<file path="config.mk">
export PLATFORM = sky130hd
export DESIGN_NAME = tms_ctrl
export DESIGN_NICKNAME = d
export VERILOG_FILES = /design/src/design/tms_pkg.sv /design/src/design/tms_ctrl.sv
export SDC_FILE = /design/constraint.sdc
export NUM_CORES = 1
export LEC_CHECK = 0
export ABC_AREA = 1
export BUFFER_PORTS_ARGS = -buffer_cell sky130_fd_sc_hd__buf_4
export CAP_MARGIN = 20
export CORE_AREA = 8 8 45 47
export CTS_BUF_LIST = sky130_fd_sc_hd__clkbuf_2 sky130_fd_sc_hd__clkbuf_4 sky130_fd_sc_hd__clkbuf_8
export DETAILED_ROUTE_END_ITERATION = 12
export DIE_AREA = 0 0 53 55
export GPL_TIMING_DRIVEN = 0
export HOLD_SLACK_MARGIN = 0.15
export PLACE_DENSITY_LB_ADDON = 0.3
export SLEW_MARGIN = 5
export SYNTH_ARGS = -nofsm -noshare
export SYNTH_HDL_FRONTEND = slang
export SYNTH_SLANG_ARGS = --single-unit
export TNS_END_PERCENT = 10
</file>
<file path="constraint.sdc">
create_clock -name clk_i -period 2 [get_ports clk_i]
set_input_delay 0.4 -clock clk_i [delete_from_list [all_inputs] [get_ports clk_i]]
set_output_delay 0.4 -clock clk_i [all_outputs]
set_load 0.05 [all_outputs]
</file>
<file path="src/design/tms_pkg.sv">
// tms_pkg: widths, item and status codes and the controller/datapath
// command and status structs of the turing machine stepper
// no dependencies
package tms_pkg;

  localparam int TAPE_DEPTH  = 1024;
  localparam int MAX_RULES   = 64;
  localparam int SYMBOL_BITS = 16;

  localparam int STATE_W    = 16;
  localparam int VALUE_W    = 16;
  localparam int ADDR_IN_W  = 10;
  localparam int SLOT_IN_W  = 6;
  localparam int HEAD_OUT_W = 11;
  localparam int CFG_W      = 7;

  localparam int TAPE_AW = $clog2(TAPE_DEPTH);
  localparam int HEAD_W  = $clog2(TAPE_DEPTH + 1);
  localparam int RULE_AW = (MAX_RULES > 1) ? $clog2(MAX_RULES) : 1;
  localparam int RCNT_W  = $clog2(MAX_RULES + 1);
  localparam int CMP_W   = (RCNT_W > CFG_W) ? RCNT_W : CFG_W;
  localparam int ACT_W   = STATE_W + SYMBOL_BITS + 1;

  localparam logic [1:0] KIND_LOAD  = 2'd0;
  localparam logic [1:0] KIND_WRITE = 2'd1;
  localparam logic [1:0] KIND_STEP  = 2'd2;
  localparam logic [1:0] KIND_READ  = 2'd3;

  localparam logic [1:0] ST_STEPPED  = 2'd0;
  localparam logic [1:0] ST_HEAD_OOB = 2'd1;
  localparam logic [1:0] ST_NO_RULE  = 2'd2;
  localparam logic [1:0] ST_DONE     = 2'd3;

  typedef struct packed {
    logic accept;
    logic clr_step;
    logic rd_cap;
    logic match;
    logic find;
    logic exec;
    logic load_out;
  } tms_cmd_t;

  typedef struct packed {
    logic clr_last;
    logic head_oob;
  } tms_stat_t;

endpackage

</file>
<file path="src/design/tms_ctrl.sv">
// tms_ctrl: sequencing state machine of the turing machine stepper
// depends on tms_pkg
module tms_ctrl (
  input  logic                clk_i,
  input  logic                rst_ni,
  input  logic                in_valid_i,
  input  logic [1:0]          kind_i,
  input  logic                out_stall_i,
  input  tms_pkg::tms_stat_t  stat_i,
  output tms_pkg::tms_cmd_t   cmd_o,
  output logic                in_stall_o,
  output logic                out_valid_o
);
  import tms_pkg::*;

  typedef enum logic [2:0] {
    S_CLEAR,
    S_IDLE,
    S_RDATA,
    S_MATCH,
    S_FIND,
    S_EXEC,
    S_OUT
  } state_e;

  state_e state_q, state_d;
  logic   out_valid_q, out_valid_d;

  always_comb begin
    state_d = state_q;
    cmd_o   = '0;
    unique case (state_q)
      S_CLEAR: begin
        cmd_o.clr_step = 1'b1;
        if (stat_i.clr_last) begin
          state_d = S_IDLE;
        end
      end
      S_IDLE: begin
        if (in_valid_i) begin
          cmd_o.accept = 1'b1;
          unique case (kind_i)
            KIND_READ: state_d = S_RDATA;
            KIND_STEP: state_d = stat_i.head_oob ? S_OUT : S_MATCH;
            default:   state_d = S_OUT;
          endcase
        end
      end
      S_RDATA: begin
        cmd_o.rd_cap = 1'b1;
        state_d      = S_OUT;
      end
      S_MATCH: begin
        cmd_o.match = 1'b1;
        state_d     = S_FIND;
      end
      S_FIND: begin
        cmd_o.find = 1'b1;
        state_d    = S_EXEC;
      end
      S_EXEC: begin
        cmd_o.exec = 1'b1;
        state_d    = S_OUT;
      end
      S_OUT: begin
        if (!out_valid_q || !out_stall_i) begin
          cmd_o.load_out = 1'b1;
          state_d        = S_IDLE;
        end
      end
      default: state_d = S_IDLE;
    endcase
    out_valid_d = cmd_o.load_out | (out_valid_q & out_stall_i);
  end

  always_ff @(posedge clk_i or negedge rst_ni) begin
    if (!rst_ni) begin
      state_q     <= S_CLEAR;
      out_valid_q <= 1'b0;
    end else begin
      state_q     <= state_d;
      out_valid_q <= out_valid_d;
    end
  end

  assign in_stall_o  = (state_q != S_IDLE);
  assign out_valid_o = out_valid_q;

endmodule

</file>
==> results by group, run 1 <==
Status
  – Outcome: finished, final reports clean

Global routing
  – Largest net degree at the start of global routing: 9
  – GR Layer Usage met3: 1.07%
  – Met1 Resource Use GR: 5.18%
  – Met2 usage: 11.3%
  – GR Util All Layers: 5.42%
  – GR Overflow Total: 0
  – Gr busiest metal: met2
  – Vias in the first global route: 338
  – Initial antenna violation count: 0
  – First-pass GRT wire length: 1260 µm

Power and ir drop
  – Pwr/cell area: 1950 nW/µm²
  – Seq pwr share: 15.6%
  – Final total power: 0.00101 W
  – Logic pwr share: 74.5%
  – Leak: 0.320 nW
  – P_int: 0.000419 W
  – Clock power share: 9.9%
  – Peak supply drop: 0.582 mV
  – Switching component of the power: 0.000587 W
  – Sw frac: 58.3%

STA
  – RSZ-0062 raised after global routing: false
  – Post-layout minimum cycle time: 1.70 ns
  – Fin worst setup slack: 0.296 ns
  – Max Freq: 587 MHz
  – Hold Vio Cnt, Final: 0
  – Clock Skews: 0.000851 ns
  – Slew @ Worst Pin: 0.173 ns
  – Period utilization: 85.2%
  – Setup TNS: 0 ns
  – Final Slew Violations: 0
  – Max_slew headroom: 88.4%
  – Setup Viol. Count Final: 0

Yosys
  – Area share of the largest cell type after synthesis: 29.1%
  – Synth area leader: dfrtp_1
  – Area contributors post-synth: dfrtp_1, nand2_1, nand3_2
  – Count of cell types in the netlist: 13
  – Synth Register Bits: 4
  – Avg Cell Area, Syn: 6.37 µm²
  – Cells after Synth: 54
  – Post-synthesis cell area: 344 µm²
  – Yosys Warn Count: 0
  – Syn Nets: 62
  – Sequential area share after synthesis: 29.1%

Die
  – Die span in y: 55 µm
  – Die area: 2920 µm²
  – Std cell rows: 14
  – Die X: 53 µm
  – CORE AREA: 1380 µm²
  – Initial core utilization: 24.9%
  – I/O pin total: 17

Run
  – Max-Cap Viols: 0

Worst setup path
  – CP Launch Type: register
  – Critical Path RT: 1.60 ns
  – CP max FO: 6
  – Crit. Startpoint: state_q[1]
  – Crit path capture type: output port
  – Crit Path Category: reg2out
  – Crit path arrival time: 1.30 ns
  – R2R Path Start: state_q[1]

Place
  – Final HPWL from detailed placement: 707 µm
  – DP Cell Count: 86
  – Routability congestion estimate: 0.723
  – Post-Place Cell Area: 484 µm²
  – Port bufs: 16
  – DP Worst Slack: 0.536 ns

Detailed routing
  – Via count: 379
  – Vias per cell: 4.21
  – Post-route DRC: 0
  – Antenna viol nets, final: 0
  – Final WL: 832 µm
  – Drt pass-1 iters: 4
  – Initial DRC count: 7
  – Wire length per cell: 9.24 µm

Layout
  – Antenna Cells: 0
  – Synthesis-to-finish area growth: 50.2%
  – Fillers: 158
  – Nets: 84
  – Final Non-Filler Cells: 90
  – Fin area: 517 µm²
  – Layout cells sized above 1: 44.6%

Clocking
  – CTS sink count: 4
  – Post-CTS Resized: 0
  – Worst-path clk slew: 0.04 ns
  – CTS hold repair buffers: 1
  – Clock H-tree levels: 1
  – CTS max path bufs: 2
  – CTS tree: built
  – Number of buffers created by CTS: 3
  – Post CTS Setup Buffer Count: 0
  – Clk_lat worst skew: 0.23 ns
  – Root Buffer: clkbuf_4

Worst hold path
  – HP Class: in2reg
  – Min-delay src: out_stall_i
## final timing paths
check                      slack [ns]          end  cells after the start
setup / recovery                 0.30     cmd_o[6]                      6
min in group asynchronous        0.51  out_valid_o                      2
setup reg to reg                 0.92   state_q[2]                      6
hold reg to reg                  0.50  out_valid_o                      2
hold / removal                   0.39  out_valid_o                      3
max in group asynchronous        1.39   state_q[1]                      2
## layer usage
layer	vias to the layer above	wire length, µm
met5	-	0
met4	0	0
met3	0	32
met2	6	481
met1	171	318
li1	202	-
## metrics by stage
stage | hold slack, ns | utilization, %
detailed placement | 0.198 | 35.0
floorplan | 0.104 | -
global route | 0.412 | 37.3
global placement | 0.196 | 35.0
CTS | 0.393 | 37.3
finish | 0.392 | 37.3
## critical path, cell delays in order, from the launching register on
cell     delay [ns]
dfrtp_1        0.41
inv_2          0.13
nand2_2        0.09
nor2_4         0.11
inv_2          0.04
nor2_1         0.08
buf_4          0.20
## logic make-up (layout without fill, tap and decap cells)
family / count (synthesis) / in the layout / share of synthesized area (%)
buffers and inverters: 10 / 30 / 13.8
and+or+nand+nor: 40 / 40 / 57.1
DFF: 4 / 4 / 29.1
## cell usage in the layout, fill, tap and decap left out
cell type,Yosys,final
nor3_2,1,1
nor2_2,3,3
nor2_1,7,7
inv_1,5,5
buf_6,1,1
inv_2,3,3
inv_4,1,1
buf_4,0,16
nand2_2,1,1
clkbuf_4,0,3
dfrtp_1,4,4
nand2_1,21,21
nor2_4,1,1
dlygate4sd3_1,0,1
nand3_2,3,3
nand3_1,3,3
## sequential cells by signal (all words and copies together), names as in the netlist
register and count:
state_q 3, out_valid_o 1
## cell type report
cell class / count / area (µm²) / area share [%]
Sequential cell: 4 / 100 / 19.4
Buffer: 1 / 11.3 / 2.18
Clock buffer: 3 / 22.5 / 4.36
Multi-Input combinational cell: 40 / 196 / 38.0
Tap cell: 16 / 20.0 / 3.87
Inverter: 9 / 36.3 / 7.02
Timing Repair Buffer: 17 / 130 / 25.2
## synthesized netlist by cell type
master and instances:
buf_6 1, dfrtp_1 4, inv_1 5, inv_2 3, inv_4 1, nand2_1 21
nand2_2 1, nand3_1 3, nand3_2 3, nor2_1 7, nor2_2 3, nor2_4 1
nor3_2 1
## power groups by stage
| stage | Combinational [W] | Clock, W | Sequential [W] |
|---|---|---|---|
| floorplan | 0.000548 | 0 | 0.000183 |
| global placement | 0.000754 | 0 | 0.000157 |
| detailed placement | 0.000755 | 0 | 0.000158 |
| CTS | 0.000758 | 0.000103 | 0.000157 |
| global route | 0.000816 | 0.000110 | 0.000159 |
| finish | 0.000749 | 0.000100 | 0.000156 |
(Power assumes the default switching activity.)
==> inputs of run 2 (changes only) <==
--- a/config.mk
+++ b/config.mk
@@ -6,6 +6,7 @@
 export NUM_CORES = 1
 export LEC_CHECK = 0
 export ABC_AREA = 1
+export ABC_CLOCK_PERIOD_IN_PS = 2000
 export BUFFER_PORTS_ARGS = -buffer_cell sky130_fd_sc_hd__buf_4
 export CAP_MARGIN = 20
 export CORE_AREA = 8 8 45 47
@@ -15,6 +16,7 @@
 export GPL_TIMING_DRIVEN = 0
 export HOLD_SLACK_MARGIN = 0.15
 export PLACE_DENSITY_LB_ADDON = 0.3
+export REMOVE_ABC_BUFFERS = 1
 export SLEW_MARGIN = 5
 export SYNTH_ARGS = -nofsm -noshare
 export SYNTH_HDL_FRONTEND = slang
==> results by group, run 2 (same netlist as run 1, synthesis figures left out) <==
Clocking
  – CTS max path bufs: 2
  – CTS tree: built
  – Worst-path clk slew: 0.04 ns
  – Number of buffers created by CTS: 3
  – Clk_lat worst skew: 0.23 ns
  – Clock H-tree levels: 1
  – CTS sink count: 4
  – Root Buffer: clkbuf_4

Worst setup path
  – R2R setup slack: 0.83 ns
  – Crit. Startpoint: state_q[1]
  – Crit path capture type: output port
  – CP Launch Type: register
  – Critical Path RT: 1.60 ns
  – Crit path to: cmd_o[6]
  – Reg2reg path depth: 7
  – Reg-to-reg endpoint: state_q[2]
  – Crit path arrival time: 1.31 ns
  – R2R Path Start: state_q[2]
  – Crit Path Category: reg2out
  – CP max FO: 6

Layout
  – Antenna Cells: 0
  – Layout cells sized above 1: 43.8%
  – Largest reg by FF count: state_q
  – Nets: 83
  – Most common cell after layout, fill and taps aside: nand2_1
  – Max reg flops: 3
  – Final Non-Filler Cells: 89
  – Fin area: 505 µm²
  – Synthesis-to-finish area growth: 46.9%
  – Most frequent cells in the layout: nand2_1, buf_4, nor2_1, inv_1, dfrtp_1

Die
  – I/O pin total: 17
  – Die X: 53 µm
  – Die area: 2920 µm²
  – Initial core utilization: 24.9%
  – Std cell rows: 14
  – CORE AREA: 1380 µm²
  – Die span in y: 55 µm

Detailed routing
  – Initial DRC count: 10
  – Final WL: 806 µm
  – Vias per cell: 4.16
  – Met3 WL: 45 µm
  – Met2 WL: 469 µm
  – Wire length per cell: 9.06 µm
  – Drt pass-1 iters: 2
  – Via count: 370
  – Post-route DRC: 0
  – Antenna viol nets, final: 0
  – Top Metal Used: met3
  – Met1 Wirelength: 292 µm

STA
  – Max_slew headroom: 74.7%
  – Max Freq: 586 MHz
  – Setup Viol. Count Final: 0
  – Fin worst setup slack: 0.295 ns
  – Period utilization: 85.3%
  – Clock Skews: 0.000974 ns
  – Setup TNS: 0 ns
  – Post-layout minimum cycle time: 1.71 ns
  – Slew @ Worst Pin: 0.379 ns
  – Final Slew Violations: 0
  – Hold Vio Cnt, Final: 0
  – RSZ-0062 raised after global routing: false

Power and ir drop
  – Leak: 0.314 nW
  – Pwr/cell area: 1930 nW/µm²
  – Clock power share: 9.8%
  – Sw frac: 59.1%
  – Peak supply drop: 0.480 mV
  – Switching component of the power: 0.000578 W
  – Logic pwr share: 71.2%
  – Seq pwr share: 19.0%
  – P_int: 0.000399 W

Global routing
  – Vias in the first global route: 348
  – GR Util All Layers: 6.13%
  – GR Overflow Total: 0
  – Largest net degree at the start of global routing: 9
  – First-pass GRT wire length: 1330 µm
  – Initial antenna violation count: 0

Place
  – Port bufs: 16
  – Post-Place Cell Area: 473 µm²
  – DP Worst Slack: 0.530 ns
  – DP Cell Count: 85
  – Routability congestion estimate: 0.710
  – Final HPWL from detailed placement: 678 µm

Status
  – Outcome: finished, final reports clean

Run
  – Max-Cap Viols: 0

Worst hold path
  – HP Class: in2reg
[run 2: how the worst min path moves through the flow]
stage	depth (start not counted)	end	slack, ns	start
6_report	3	out_valid_o	0.40	out_stall_i
5_1_grt	3	out_valid_o	0.46	out_stall_i
4_1_cts	3	out_valid_o	0.39	out_stall_i
3_5_place_dp	1	out_valid_o	0.20	rst_ni
3_3_place_gp	1	out_valid_o	0.20	rst_ni
2_1_floorplan	0	out_valid_o	0.10	rst_ni
[run 2: power by group through the flow]
stage	logic, W	registers, W	clock network (W)
finish	0.000696	0.000186	0.0000956
global route	0.000755	0.000195	0.000104
CTS	0.000704	0.000187	0.000101
detailed placement	0.000700	0.000188	0
global placement	0.000695	0.000189	0
floorplan	0.000500	0.000208	0
[run 2: what timing repair did]
item / in CTS / in global routing
endpoints found under the setup margin: 0 / 0
hold buffers: 1 / 0
hold endpoints to repair: 4 / 0
buffers inserted: 0 / 0
resized for setup: 0 / 0
[run 2: layout make-up]
cell class	count	area (µm²)
Sequential cell	4	100
Multi-Input combinational cell	40	196
Timing Repair Buffer	17	130
Tap cell	16	20.0
Clock buffer	3	22.5
Inverter	9	36.3
Fill cell	162	878
[run 2: routing by layer]
| metal | up-vias | global-route usage [%] |
|---|---|---|
| li1 | 201 | - |
| met1 | 165 | 5.50 |
| met2 | 4 | 11.1 |
| met3 | 0 | 1.87 |
| met4 | 0 | 5.17 |
| met5 | - | 0 |
[run 2: stage by stage]
stage	total power (W)	utilization, %	hold WS (ns)
floorplan	0.000708	-	0.104
CTS	0.000992	36.5	0.395
global placement	0.000884	34.2	0.198
detailed placement	0.000888	34.2	0.196
finish	0.000977	36.5	0.400
global route	0.00105	36.5	0.464
[run 2: critical path, cell delays in order (launching register included)]
cell	delay (ns)
dfrtp_1	0.40
inv_2	0.13
nand2_2	0.10
nor2_4	0.12
inv_2	0.04
nor2_1	0.08
buf_4	0.20
==> inputs of run 3 (changes only) <==
==> constraint.sdc (replaced) <==
create_clock -name clk_i -period 2 [get_ports clk_i]
set_input_delay 0.1 -clock clk_i [delete_from_list [all_inputs] [get_ports clk_i]]
set_output_delay 0.1 -clock clk_i [all_outputs]
set_load 0.05 [all_outputs]
==> results by group, run 3 (same netlist as run 1, synthesis figures left out) <==
Layout
  – Largest reg by FF count: state_q
  – Antenna Cells: 0
  – Max reg flops: 3
  – Nets: 84
  – Core Util, Final: 37.3%
  – Most frequent cells in the layout: nand2_1, buf_4, nor2_1, inv_1, dfrtp_1
  – Layout cells sized above 1: 43.2%
  – Synthesis-to-finish area growth: 49.8%
  – Most common cell after layout, fill and taps aside: nand2_1

STA
  – Clock Skews: 0.000974 ns
  – RSZ-0062 raised after global routing: false
  – Slew @ Worst Pin: 0.379 ns
  – Max_slew headroom: 74.7%
  – Setup TNS: 0 ns
  – Final Slew Violations: 0
  – Period utilization: 70.3%
  – Max Freq: 712 MHz
  – Post-layout minimum cycle time: 1.41 ns
  – Setup Viol. Count Final: 0
  – Hold Vio Cnt, Final: 0

Global routing
  – Largest net degree at the start of global routing: 9
  – Initial antenna violation count: 0
  – GR Util All Layers: 6.24%
  – Vias in the first global route: 357
  – First-pass GRT wire length: 1360 µm
  – GR Overflow Total: 0

Power and ir drop
  – Seq pwr share: 19.0%
  – P_int: 0.000401 W
  – Pwr/cell area: 1900 nW/µm²
  – Clock power share: 9.8%
  – Switching component of the power: 0.000578 W
  – Leak: 0.319 nW
  – Peak supply drop: 0.480 mV
  – Sw frac: 59.1%
  – Logic pwr share: 71.3%

Place
  – Routability congestion estimate: 0.710
  – Final HPWL from detailed placement: 678 µm
  – Port bufs: 16

Status
  – Outcome: finished, final reports clean

Die
  – Std cell rows: 14
  – CORE AREA: 1380 µm²
  – Die area: 2920 µm²
  – Initial core utilization: 24.9%
  – Die span in y: 55 µm
  – I/O pin total: 17
  – Die X: 53 µm

Clocking
  – Clk_lat worst skew: 0.23 ns
  – CTS tree: built
  – Root Buffer: clkbuf_4
  – Worst-path clk slew: 0.04 ns
  – CTS sink count: 4
  – Number of buffers created by CTS: 3
  – CTS max path bufs: 2
  – Clock H-tree levels: 1
  – Post-CTS Resized: 0

Detailed routing
  – Final WL: 819 µm
  – Antenna viol nets, final: 0
  – Vias per cell: 4.16
  – Via count: 374
  – Drt pass-1 iters: 2
  – Initial DRC count: 10
  – Post-route DRC: 0
  – Wire length per cell: 9.10 µm

Worst setup path
  – CP Launch Type: register
  – CP max FO: 6
  – Critical Path RT: 1.90 ns
  – Crit path capture type: output port
  – Crit Path Category: reg2out
  – Crit path arrival time: 1.31 ns

Worst hold path
  – HP Class: in2reg

Run
  – Max-Cap Viols: 0
[run 3: changes by cell type in the layout (fill, tap and decap cells not counted), sizes merged]
| cell | change |
|---|---|
| dlygate4sd3 | +1 |
[run 3: metrics by stage]
stage          area, µm²  hold slack, ns  total power (W)  setup slack (ns)  instances
2_1_floorplan        333          -0.196         0.000708             0.411         53
3_3_place_gp         473          -0.102         0.000884             0.807         85
3_5_place_dp         473          -0.104         0.000888             0.830         85
4_1_cts              515           0.183         0.000993             0.575         90
5_1_grt              515           0.223          0.00106             0.519         90
6_report             515           0.184         0.000979             0.595         90
[run 3: path summary, 6_finish.rpt]
check | startpoint | endpoint | slack (ns) | cells after the start
setup / recovery | state_q[1] | cmd_o[6] | 0.59 | 6
hold / removal | in_valid_i | state_q[0] | 0.18 | 4
setup reg to reg | state_q[2] | state_q[2] | 0.83 | 7
hold reg to reg | out_valid_o | out_valid_o | 0.50 | 2
max in group asynchronous | rst_ni | state_q[0] | 1.68 | 2
min in group asynchronous | rst_ni | state_q[1] | 0.22 | 2
[run 3: layout make-up]
class	count	area (µm²)
timing repair buffer	18	140
clock buffer	3	22.5
inverter	9	36.3
multi-input combinational	40	196
sequential	4	100
tap	16	20.0
fill	162	868
[run 3: worst max-delay path, stage by stage (launching register included)]
cell	delay, ns
dfrtp_1	0.40
inv_2	0.13
nand2_2	0.10
nor2_4	0.12
inv_2	0.04
nor2_1	0.08
buf_4	0.20
[run 3: timing repair]
item	in CTS	in global routing
hold endpoints to repair	5	0
buffers inserted	0	0
hold buffers	2	0
[run 3: power by group through the flow]
| stage | clock [W] | sequential, W | combinational (W) |
|---|---|---|---|
| 2_1_floorplan | 0 | 0.000208 | 0.000500 |
| 3_3_place_gp | 0 | 0.000189 | 0.000695 |
| 3_5_place_dp | 0 | 0.000188 | 0.000700 |
| 4_1_cts | 0.000101 | 0.000187 | 0.000706 |
| 5_1_grt | 0.000104 | 0.000195 | 0.000756 |
| 6_report | 0.0000956 | 0.000186 | 0.000697 |
[run 3: metal layers]
layer / GRT usage [%] / wire length (µm) / up-vias
li1: - / - / 203
met1: 5.50 / 295 / 167
met2: 11.5 / 478 / 4
met3: 1.87 / 45 / 0
met4: 5.17 / 0 / 0
met5: 0 / 0 / -
